$ cat src/hdl/graph_adjacency_store_macros.svh
// ----------------------------------------------------------------------------
// graph_adjacency_store assertion macros
// Shorthand for the clocked checks at the end of the top level.
// ----------------------------------------------------------------------------
`ifndef GRAPH_ADJACENCY_STORE_MACROS_SVH
`define GRAPH_ADJACENCY_STORE_MACROS_SVH

// antecedent and consequent in the same cycle
`define GAS_ASSERT_SAME(lbl, ante, cons, msg) \
  lbl: assert property (@(posedge clk) disable iff (rst) (ante) |-> (cons)) else $error(msg);

// consequent in the cycle after the antecedent
`define GAS_ASSERT_NEXT(lbl, ante, cons, msg) \
  lbl: assert property (@(posedge clk) disable iff (rst) (ante) |=> (cons)) else $error(msg);

`endif

$ cat src/hdl/gas_pkg.sv
// ----------------------------------------------------------------------------
// gas_pkg
// Types and constants shared by the adjacency store modules.
// ----------------------------------------------------------------------------
package gas_pkg;

  localparam int VTX_LIMIT = 16;  // vertex fields are 4 bits wide
  localparam int VTX_W     = 4;
  localparam int CNT_W     = 5;
  localparam int KIND_W    = 3;

  typedef enum logic [KIND_W-1:0] {
    K_ADD    = 3'd0,
    K_REMOVE = 3'd1,
    K_QUERY  = 3'd2,
    K_DEGREE = 3'd3,
    K_LIST   = 3'd4
  } kind_t;

  typedef enum logic [2:0] {
    S_IDLE,
    S_EXEC,
    S_MIRROR,
    S_SCAN,
    S_FLUSH
  } state_t;

  // single-bit write into the matrix
  typedef struct packed {
    logic             en;
    logic [VTX_W-1:0] row;
    logic [VTX_W-1:0] col;
    logic             val;
  } mat_wr_t;

  typedef struct packed {
    logic             valid;
    logic             edge_present;
    logic [CNT_W-1:0] degree;
    logic [VTX_W-1:0] odd_vertex;
    logic             odd_found;
    logic [CNT_W-1:0] odd_count;
    logic             last;
    logic             error;
  } result_t;

endpackage

$ cat src/hdl/gas_matrix.sv
// ----------------------------------------------------------------------------
// gas_matrix
// Adjacency bit rows, cleared at reset; one row read, one bit written a cycle.
// ----------------------------------------------------------------------------
module gas_matrix #(
  parameter int NV = 16
) (
  input  logic                 clk,
  input  logic                 rst,
  input  logic [$clog2(NV)-1:0] rd_addr,
  output logic [NV-1:0]        rd_row,
  input  gas_pkg::mat_wr_t     wr
);
  import gas_pkg::*;

  localparam int IW = $clog2(NV);

  logic [NV-1:0] rows [NV];

  always_ff @(posedge clk) begin
    if (rst) begin
      rows <= '{default: '0};
    end else if (wr.en) begin
      rows[wr.row[IW-1:0]][wr.col[IW-1:0]] <= wr.val;
    end
  end

  assign rd_row = rows[rd_addr];

endmodule

$ cat src/hdl/gas_popcnt.sv
// ----------------------------------------------------------------------------
// gas_popcnt
// Shared row unit: counts set bits of a row below the active vertex count.
// ----------------------------------------------------------------------------
module gas_popcnt (
  input  logic [gas_pkg::VTX_LIMIT-1:0] row,
  input  logic [gas_pkg::CNT_W-1:0]     n,
  output logic [gas_pkg::CNT_W-1:0]     count
);
  import gas_pkg::*;

  localparam int NIB = VTX_LIMIT / 4;

  logic [VTX_LIMIT-1:0] masked;
  logic [2:0]           nib [NIB];

  always_comb begin
    for (int i = 0; i < VTX_LIMIT; i++) begin
      masked[i] = row[i] & (CNT_W'(i) < n);
    end
    for (int j = 0; j < NIB; j++) begin
      nib[j] = 3'(masked[4*j]) + 3'(masked[4*j+1]) + 3'(masked[4*j+2])
             + 3'(masked[4*j+3]);
    end
    count = '0;
    for (int j = 0; j < NIB; j++) begin
      count = count + CNT_W'(nib[j]);
    end
  end

endmodule

$ cat src/hdl/graph_adjacency_store.sv
// ----------------------------------------------------------------------------
// graph_adjacency_store
// Undirected graph kept as a symmetric bit matrix with edge, degree and odd-vertex listing ops.
// ----------------------------------------------------------------------------
// Usage:
//   Command in: kind, vertex_a, vertex_b, taken when start is high and busy
//   is low. Config: cfg_we/cfg_data set vertex_count (reset 16); write only
//   while idle.
//   Results: one word per cycle marked by valid, with last on the final word
//   of a command. The receiver cannot stall; every word is taken as shown.
//   Sequence, from the accepted command to the valid word:
//     add/remove edge   busy while exec writes (a,b) and mirror writes (b,a); word from mirror
//     query/degree/error word registered from the exec state
//     odd listing       exec, then a scan over the n active vertices; rows are
//                       scanned one per cycle through the shared bit counter,
//                       words trail the scan by one odd vertex, the last word
//                       is registered from the flush state after the scan
//   A new command may be accepted in the cycle its predecessor's last word
//   is shown. Reset clears all edges and the sequencer.
// ----------------------------------------------------------------------------
`include "graph_adjacency_store_macros.svh"

module graph_adjacency_store #(
  parameter int MAX_VERTICES = 16
) (
  input  logic                       clk,
  input  logic                       rst,
  input  logic                       start,
  input  logic [gas_pkg::KIND_W-1:0] kind,
  input  logic [gas_pkg::VTX_W-1:0]  vertex_a,
  input  logic [gas_pkg::VTX_W-1:0]  vertex_b,
  output logic                       busy,
  input  logic                       cfg_we,
  input  logic [gas_pkg::CNT_W-1:0]  cfg_data,
  output logic                       valid,
  output logic                       edge_present,
  output logic [gas_pkg::CNT_W-1:0]  degree,
  output logic [gas_pkg::VTX_W-1:0]  odd_vertex,
  output logic                       odd_found,
  output logic [gas_pkg::CNT_W-1:0]  odd_count,
  output logic                       last,
  output logic                       error
);
  import gas_pkg::*;

  localparam int NV = (MAX_VERTICES < VTX_LIMIT) ? MAX_VERTICES : VTX_LIMIT;
  localparam int IW = $clog2(NV);

  state_t           state, state_next;
  logic [KIND_W-1:0] kind_r;
  logic [VTX_W-1:0] a_r, b_r;
  logic [CNT_W-1:0] vertex_count;
  logic [VTX_W-1:0] idx, idx_next;
  logic [CNT_W-1:0] cnt, cnt_next;
  logic [VTX_W-1:0] pend, pend_next;
  result_t          res, res_next;
  mat_wr_t          wr;

  logic [CNT_W-1:0] n_eff;
  logic [IW-1:0]    rd_addr;
  logic [NV-1:0]    rd_row;
  logic [CNT_W-1:0] pop;
  logic             cmd_err, scan_last;

  assign n_eff = (vertex_count > CNT_W'(NV)) ? CNT_W'(NV) : vertex_count;
  assign rd_addr = (state == S_SCAN) ? idx[IW-1:0] : a_r[IW-1:0];
  assign cmd_err = (kind_r > K_LIST) || ({1'b0, a_r} >= n_eff)
                || ((kind_r <= K_QUERY) && ({1'b0, b_r} >= n_eff));
  assign scan_last = ({1'b0, idx} == (n_eff - CNT_W'(1)));

  gas_matrix #(.NV(NV)) u_matrix (
    .clk     (clk),
    .rst     (rst),
    .rd_addr (rd_addr),
    .rd_row  (rd_row),
    .wr      (wr)
  );

  gas_popcnt u_popcnt (
    .row   (VTX_LIMIT'(rd_row)),
    .n     (n_eff),
    .count (pop)
  );

  always_ff @(posedge clk) begin
    if (rst) begin
      state        <= S_IDLE;
      vertex_count <= CNT_W'(VTX_LIMIT);
      res          <= '0;
    end else begin
      state <= state_next;
      res   <= res_next;
      if (cfg_we) begin
        vertex_count <= cfg_data;
      end
    end
  end

  always_ff @(posedge clk) begin
    if (start && !busy) begin
      kind_r <= kind;
      a_r    <= vertex_a;
      b_r    <= vertex_b;
    end
    idx  <= idx_next;
    cnt  <= cnt_next;
    pend <= pend_next;
  end

  // next state
  always_comb begin
    state_next = state;
    case (state)
      S_IDLE: begin
        if (start) state_next = S_EXEC;
      end
      S_EXEC: begin
        if (kind_r == K_LIST) begin
          state_next = (n_eff != '0) ? S_SCAN : S_IDLE;
        end else if (!cmd_err && (kind_r == K_ADD || kind_r == K_REMOVE)) begin
          state_next = S_MIRROR;
        end else begin
          state_next = S_IDLE;
        end
      end
      S_MIRROR: state_next = S_IDLE;
      S_SCAN: begin
        if (scan_last) state_next = S_FLUSH;
      end
      S_FLUSH: state_next = S_IDLE;
      default: state_next = S_IDLE;
    endcase
  end

  // datapath control and result words
  always_comb begin
    res_next  = '0;
    wr        = '0;
    idx_next  = idx;
    cnt_next  = cnt;
    pend_next = pend;
    case (state)
      S_EXEC: begin
        if (kind_r == K_LIST) begin
          idx_next = '0;
          cnt_next = '0;
          if (n_eff == '0) begin
            res_next.valid = 1'b1;
            res_next.last  = 1'b1;
          end
        end else if (cmd_err) begin
          res_next.valid = 1'b1;
          res_next.last  = 1'b1;
          res_next.error = 1'b1;
        end else begin
          case (kind_r)
            K_ADD:    wr = '{en: 1'b1, row: a_r, col: b_r, val: 1'b1};
            K_REMOVE: wr = '{en: 1'b1, row: a_r, col: b_r, val: 1'b0};
            K_QUERY: begin
              res_next.valid        = 1'b1;
              res_next.last         = 1'b1;
              res_next.edge_present = rd_row[b_r[IW-1:0]];
            end
            K_DEGREE: begin
              res_next.valid  = 1'b1;
              res_next.last   = 1'b1;
              res_next.degree = pop;
            end
            default: res_next = '0;
          endcase
        end
      end
      S_MIRROR: begin
        wr = '{en: 1'b1, row: b_r, col: a_r, val: (kind_r == K_ADD)};
        res_next.valid = 1'b1;
        res_next.last  = 1'b1;
      end
      S_SCAN: begin
        // an odd row releases the previously held vertex, not yet known last
        if (pop[0]) begin
          if (cnt != '0) begin
            res_next.valid      = 1'b1;
            res_next.odd_vertex = pend;
            res_next.odd_found  = 1'b1;
            res_next.odd_count  = cnt;
          end
          pend_next = idx;
          cnt_next  = cnt + CNT_W'(1);
        end
        idx_next = idx + VTX_W'(1);
      end
      S_FLUSH: begin
        res_next.valid = 1'b1;
        res_next.last  = 1'b1;
        if (cnt != '0) begin
          res_next.odd_vertex = pend;
          res_next.odd_found  = 1'b1;
          res_next.odd_count  = cnt;
        end
      end
      default: res_next = '0;
    endcase
  end

  assign busy         = (state != S_IDLE);
  assign valid        = res.valid;
  assign edge_present = res.edge_present;
  assign degree       = res.degree;
  assign odd_vertex   = res.odd_vertex;
  assign odd_found    = res.odd_found;
  assign odd_count    = res.odd_count;
  assign last         = res.last;
  assign error        = res.error;

  `GAS_ASSERT_NEXT(a_accept_busy, start && !busy, busy, "accepted command did not raise busy")
  `GAS_ASSERT_SAME(a_err_last, valid && error, last, "error word without last")
  `GAS_ASSERT_SAME(a_odd_cnt, valid && odd_found, odd_count != '0, "odd word with zero count")
  `GAS_ASSERT_SAME(a_wr_busy, wr.en, busy, "matrix write while idle")

endmodule
$ cat config.mk
export PLATFORM = sky130hd
export DESIGN_NAME = graph_adjacency_store
export DESIGN_NICKNAME = d
export VERILOG_FILES = /design/src/hdl/gas_pkg.sv /design/src/hdl/gas_matrix.sv /design/src/hdl/gas_popcnt.sv /design/src/hdl/graph_adjacency_store.sv
export VERILOG_INCLUDE_DIRS = /design/src /design/src/hdl
export SDC_FILE = /design/constraint.sdc
export NUM_CORES = 1
export LEC_CHECK = 0
export BUFFER_PORTS_ARGS = -buffer_cell sky130_fd_sc_hd__buf_2
export CAP_MARGIN = 20
export CORE_MARGIN = 4
export CORE_UTILIZATION = 63
export CTS_CLUSTER_DIAMETER = 30
export DETAILED_ROUTE_END_ITERATION = 7
export PLACE_DENSITY = 0.8
export SYNTH_ARGS = -nofsm -noshare
export SYNTH_HDL_FRONTEND = slang
export SYNTH_SLANG_ARGS = --single-unit
$ cat constraint.sdc
create_clock -name clk -period 7.1 [get_ports clk]
set_input_delay 0.355 -clock clk [delete_from_list [all_inputs] [get_ports clk]]
set_output_delay 0.355 -clock clk [all_outputs]
set_load 0.02 [all_outputs]
**Word-level counts from Yosys, hierarchy flattened**

Index checks and enable logic that the tools add are counted.
Widths: inputs -> output; s select.

- Add/sub/neg operators: 18
- Magnitude comparators: 27
- Equality and inequality tests: 13
- Muxes and demuxes: 41
- Bitwise logic cells: 21
- Reduce and logical (&&, ||, !) cells: 26

Operator list:

| kind | count |
|---|---|
| $bwmux 256 | 1 |
| $bmux 16 s4 | 1 |
| $demux 16 s4 | 1 |
| $mux 10 | 5 |
| $mux 16 | 3 |
| $lt 4x5->1 const A | 8 |
| $pmux 10 s2 | 2 |
| $pmux 10 s3 | 1 |
| $add 3x1->3 | 8 |
| $lt 3x5->1 const A | 4 |
| $and 1x1->1 | 16 |
| $mux 5 | 3 |
| $eq 3x2->1 const B | 4 |
| $add 5x3->5 | 2 |
| $ge 4x5->1 | 2 |
| $ge 5x5->1 const B | 2 |
| $lt 1x5->1 const A | 2 |
| $lt 2x5->1 const A | 2 |
| $lt 4x5->1 const B | 2 |
| $not 4->5 | 2 |
| $pmux 5 s2 | 1 |
| $reduce_bool 5->1 | 2 |
| $reduce_or 5->1 | 2 |
| $mux 1 | 9 |
| other kinds (35) | 61 |

- Bits in registers: 307
- Bits of input ports: 20

**Depth between registers and ports, before layout**

- Depth after elaboration: 15
- Gate-level depth with buffers: 24
- Gate-level depth less buffers: 21

**Modules after synthesis**

Synthesis repeated with hierarchy kept, for this count alone.

- Cell total of the unflattened synthesis: 1752
- Area total of the unflattened synthesis: 16540.9 µm²

Modules (own cells, without submodules):

| module | instances | cells an instance | area an instance (µm²) | sequential area each (µm²) |
|---|---|---|---|---|
| gas_matrix | 1 | 1442 | 13265.2 | 5124.9 |
| graph_adjacency_store | 1 | 230 | 2597.5 | 1261.2 |
| gas_popcnt | 1 | 80 | 678.2 | 0.0 |

**Worst setup path after synthesis**

Ideal clock, no wire load.

- Path kind: register to register
- From: register state[2]
- To: register res (netlist bit degree[3])
- Setup time: 0.120 ns
- Arrival: 4.815 ns
- Required time: 6.980 ns
- Path slack: 2.165 ns
- Cell stages (with the launch flop): 23
- Path buffers: 3
- Cell sequence: dfxtp_1 buf_4 and3b_1 buf_4 mux2_2 buf_2 nand3_1 a21oi_1 or4_1 a21oi_1 ha_1 inv_1 fa_1 inv_1 ha_1 inv_1 fa_1 fa_1 inv_1 ha_1 fa_1 xnor2_1 nor2_1

- Word-level cells in the longest chain between the ends: 13
- Elaborated cells between the ends (all ways): 40
- Those cells by class: add/sub (15); eq/ne (2); mux (4); bitwise (18); reduce/logical (1)

RTL lines:

| what | RTL line | text |
|---|---|---|
| from (decl) | graph_adjacency_store.sv:49 | `state_t state, state_next;` |
| from (signal assigned) | graph_adjacency_store.sv:91 | `state <= state_next;` |
| $eq 3x2->1 | graph_adjacency_store.sv:66 | `assign rd_addr = (state == S_SCAN) ? idx[IW-1:0] : a_r[IW-1:0];` |
| $mux 4 | graph_adjacency_store.sv:66 |  |
| $not 4->5 (implied by the code) | gas_matrix.sv:28 | `assign rd_row = rows[rd_addr];` |
| $bmux 16 s4 | gas_matrix.sv:28 |  |
| $mux 16 (implied by the code) (2 in series) | gas_matrix.sv:28 |  |
| $and 1x1->1 | gas_popcnt.sv:19 | `masked[i] = row[i] & (CNT_W'(i) < n);` |
| $add 1x1->2 | gas_popcnt.sv:22 | `nib[j] = 3'(masked[4*j]) + 3'(masked[4*j+1]) + 3'(masked[4*j+2])` |
| $add 3x1->3 | gas_popcnt.sv:22 |  |
| $add 3x1->3 | gas_popcnt.sv:23 | `+ 3'(masked[4*j+3]);` |
| $add 3x3->4 | gas_popcnt.sv:27 | `count = count + CNT_W'(nib[j]);` |
| $add 5x3->5 (2 in series) | gas_popcnt.sv:27 |  |
| to (signal assigned) | graph_adjacency_store.sv:92 | `res <= res_next;` |
| to (decl) | graph_adjacency_store.sv:56 | `result_t res, res_next;` |

Several ways; a longest one is shown, not always the timed one. The select of a mux whose other input is x is not followed.
A chain may end at the register's enable or synchronous reset.

**Final worst setup path**

- From: register state[1]
- To: register res (netlist bit degree[3])

The elaborated chain is that of the path after synthesis.

==> out/metrics.yaml <==
power:
  p_per_area_nw_per_um2: 273
  seqPwrFrac: 0.351
  power_frac_clock: 0.552
  p_leak_nw: 6.87
  swShare: 0.247
  p_switching_mw: 1.26
  ir_worst_vdd_uv: 248
  power_frac_comb: 0.097
  intPower_mw: 3.83
grt:
  grt_pass1_vias: 15100
  grt_usage: 0.345
  grt_pass1_wl_mm: 80.6
  grt_antenna_before_repair: 1
  grt_max_degree: 139
  grt_overflow: 0
floorplan:
  core-area_um2: 25300
  die-area_um2: 28600
  die_w_um: 169
  ios: 40
  initial_core_util: 0.646
  dieHeight_um: 169
  rows: 58
route:
  via_per_inst: 6.64
  drt_pass1_iterations: 8
  drt_wl_total_mm: 51.5
  drt_iter0_markers: 2602
  drt.antenna.violating_nets: 0
  drc: 0
  drt-wirelength-per-cell_um: 21.1
  dr_total_vias: 16200
flow_run:
  max-cap-violations: 0
sta:
  clock.fmax_mhz: 159
  final.min_clock_period_ns: 6.30
  slew_headroom: 0.189
  fin_crit_sh: 0.888
  hold_ws_ns: 0.0487
  worst_slack_ns: 0.797
  slew_violations: 0
  tns_ns: 0
  fin_skew_ns: 0.0144
  rsz0062_at_grt: "false"
  setup_viol: 0
  worst_pin_slew_ns: 1.22
  hold_viol_final: 0
logic_synthesis:
  synth_top_area_share: 0.346
  seq_area_frac_synth: 0.390
  synth_edf_count: 24
  synth_fp_nets: 2172
  synth.avg_cell_area_um2: 7.73
  syn_inst: 2115
  ys.warnings.count: 0
  ys.flop_type: "dfxtp_1"
  netlist_area_um2: 16400
  yosysTopAreaCell: "dfxtp_1"
  synth_seq_cells: 307
  async_flop_share: 0
  synth_area_leaders: "dfxtp_1, nand3_1, nand2_1"
  synth.distinct_cells: 76
layout:
  area_delta_synth_final_pct: 13.7
  final_util: 0.734
  finalNetCount: 2123
  final_cell_area_um2: 18600
  num-fill-cells: 1880
  drive_gt1_frac: 0.104
clock_network:
  clk_pin_slew_ns: 0.05
  cts_sinks: 307
  cts_buffer_depth: 3
  post_cts_buffers: 0
  cts-root-buf: "clkbuf_16"
  h-tree-depth: 2
  cts_buffers: 54
  cts_tree: "yes"
  clock_latency_ns: 0.56
placement:
  gp_congestion: 0.964
  numPortBuffers: 39
  placed_area_um2: 16500
  dpl.hpwl_mm: 30.9
  dp_slack_ns: 1.02
worst_setup_path:
  startpoint_type: "flip-flop"
  arrival_ns: 6.74
  path_max_fanout: 14
  critPathCaptureType: "flip-flop"
  required_ns: 7.54
  crit_type: "flip-flop to flip-flop"
hold_path:
  hold_path_class: "input pin to flip-flop"
status:
  outcome: "finished clean"
==> cells in the final DEF, fill, tap and decap left out, types with 7 or more instances in the layout <==
master         count
a211oi_1           9
a21o_1            10
a21oi_1          229
a22oi_2           10
a31oi_1            7
a32oi_1            7
and2_1            21
and3_1            14
buf_2             38
buf_4             38
bufinv_16          9
clkbuf_16         58
clkbuf_8          12
clkinv_2           9
dfxtp_1          283
dlygate4sd3_1     11
edfxtp_1          24
fa_1               9
ha_1              28
inv_1             43
mux2i_1          117
nand2_1          385
nand2b_1           9
nand3_1          316
nand4_1           32
nor2_1           109
nor3_1            12
o21ai_0          105
o22ai_1           17
or2_2              9
or3_1             27
==> final timing paths <==
check	depth (start not counted)	from	slack, ns	to
hold / removal	3	cfg_data[0]	0.05	vertex_count[0]
setup reg to reg	19	state[1]	0.80	degree[3]
hold reg to reg	1	pend[3]	0.44	odd_vertex[3]
setup / recovery	19	state[1]	0.80	degree[3]
==> Yosys cell counts (12+ instances only) <==
cell type and n:
nand2_1 385, nand3_1 316, dfxtp_1 283, a21oi_1 229, mux2i_1 118, nor2_1 109
clkbuf_1 107, o21ai_0 105, buf_2 72, inv_1 43, nand4_1 32, ha_1 28
or3_1 27, edfxtp_1 24, and2_1 21, o22ai_1 17, and3_1 14, a22oi_1 12
nor3_1 12
==> sequential cells by signal, summed over array words and instances (netlist names), 3 cells and up <==
signal / flops
odd_vertex: 4
idx: 4
odd_count: 5
cnt: 5
state: 3
u_matrix.rows: 256
vertex_count: 5
kind_r: 3
pend: 4
a_r: 4
degree: 5
b_r: 4
==> layout make-up <==
| class | count | area [um^2] | share of cell area |
|---|---|---|---|
| Sequential cell | 307 | 6390 | 0.343 |
| Multi-Input combinational cell | 1570 | 9000 | 0.484 |
| Timing Repair Buffer | 89 | 619 | 0.0333 |
| Antenna cell | 1 | 2.50 | 0.000135 |
| Clock inverter | 26 | 382 | 0.0205 |
| Inverter | 44 | 165 | 0.00888 |
| Clock buffer | 74 | 1620 | 0.0872 |
| Tap cell | 330 | 413 | 0.0222 |
==> metrics by stage <==
step | instances | power, mW
after floorplan | 2115 | 2.14
after global placement | 2329 | 2.28
final | 2441 | 5.08
after detailed placement | 2329 | 2.29
after global routing | 2440 | 5.22
after CTS | 2440 | 5.08
==> routing by layer <==
layer / track usage / vias to the layer above / routed length [um]
li1: - / 7300 / -
met1: 0.451 / 7548 / 19800
met2: 0.524 / 1094 / 22400
met3: 0.0822 / 267 / 6150
met4: 0.202 / 0 / 3180
met5: 0 / - / 0
==> worst max-delay path, cell delays in order (launching register included) <==
cell	delay (ns)
dfxtp_1	0.57
and3b_1	0.55
mux2i_2	0.68
nor2_1	0.38
a32o_1	0.33
a221oi_1	0.52
and3_1	0.29
ha_1	0.24
inv_1	0.07
fa_1	0.41
inv_1	0.07
ha_1	0.16
inv_1	0.05
fa_1	0.47
fa_1	0.55
inv_1	0.04
ha_1	0.22
fa_1	0.38
xnor2_1	0.15
nor2_1	0.05
==> kinds of logic after synthesis <==
group	Yosys count	share of synthesized area
AOI/OAI and AO/OA	440	0.158
xor gates and xnor gates	12	0.00642
and+or+nand+nor	956	0.268
adders and majority gates	37	0.0324
buffers and inverters	238	0.0647
muxes	125	0.0799
DFF	307	0.390
==> power groups by stage <==
stage          Sequential [mW]  Combinational, mW  Clock, mW
5_1_grt                   1.79              0.531       2.90
2_1_floorplan             1.80              0.340          0
4_1_cts                   1.79              0.481       2.81
3_5_place_dp              1.82              0.471          0
6_report                  1.79              0.494       2.80
3_3_place_gp              1.82              0.461          0
==> timing repair <==
item | in CTS | in global routing
gates resized for setup | 0 | 0
endpoints found under the hold margin | 11 | 0
hold buffers | 11 | 0
endpoints found under the setup margin | 0 | 0
Note: power is estimated with default switching activity, not from simulation.
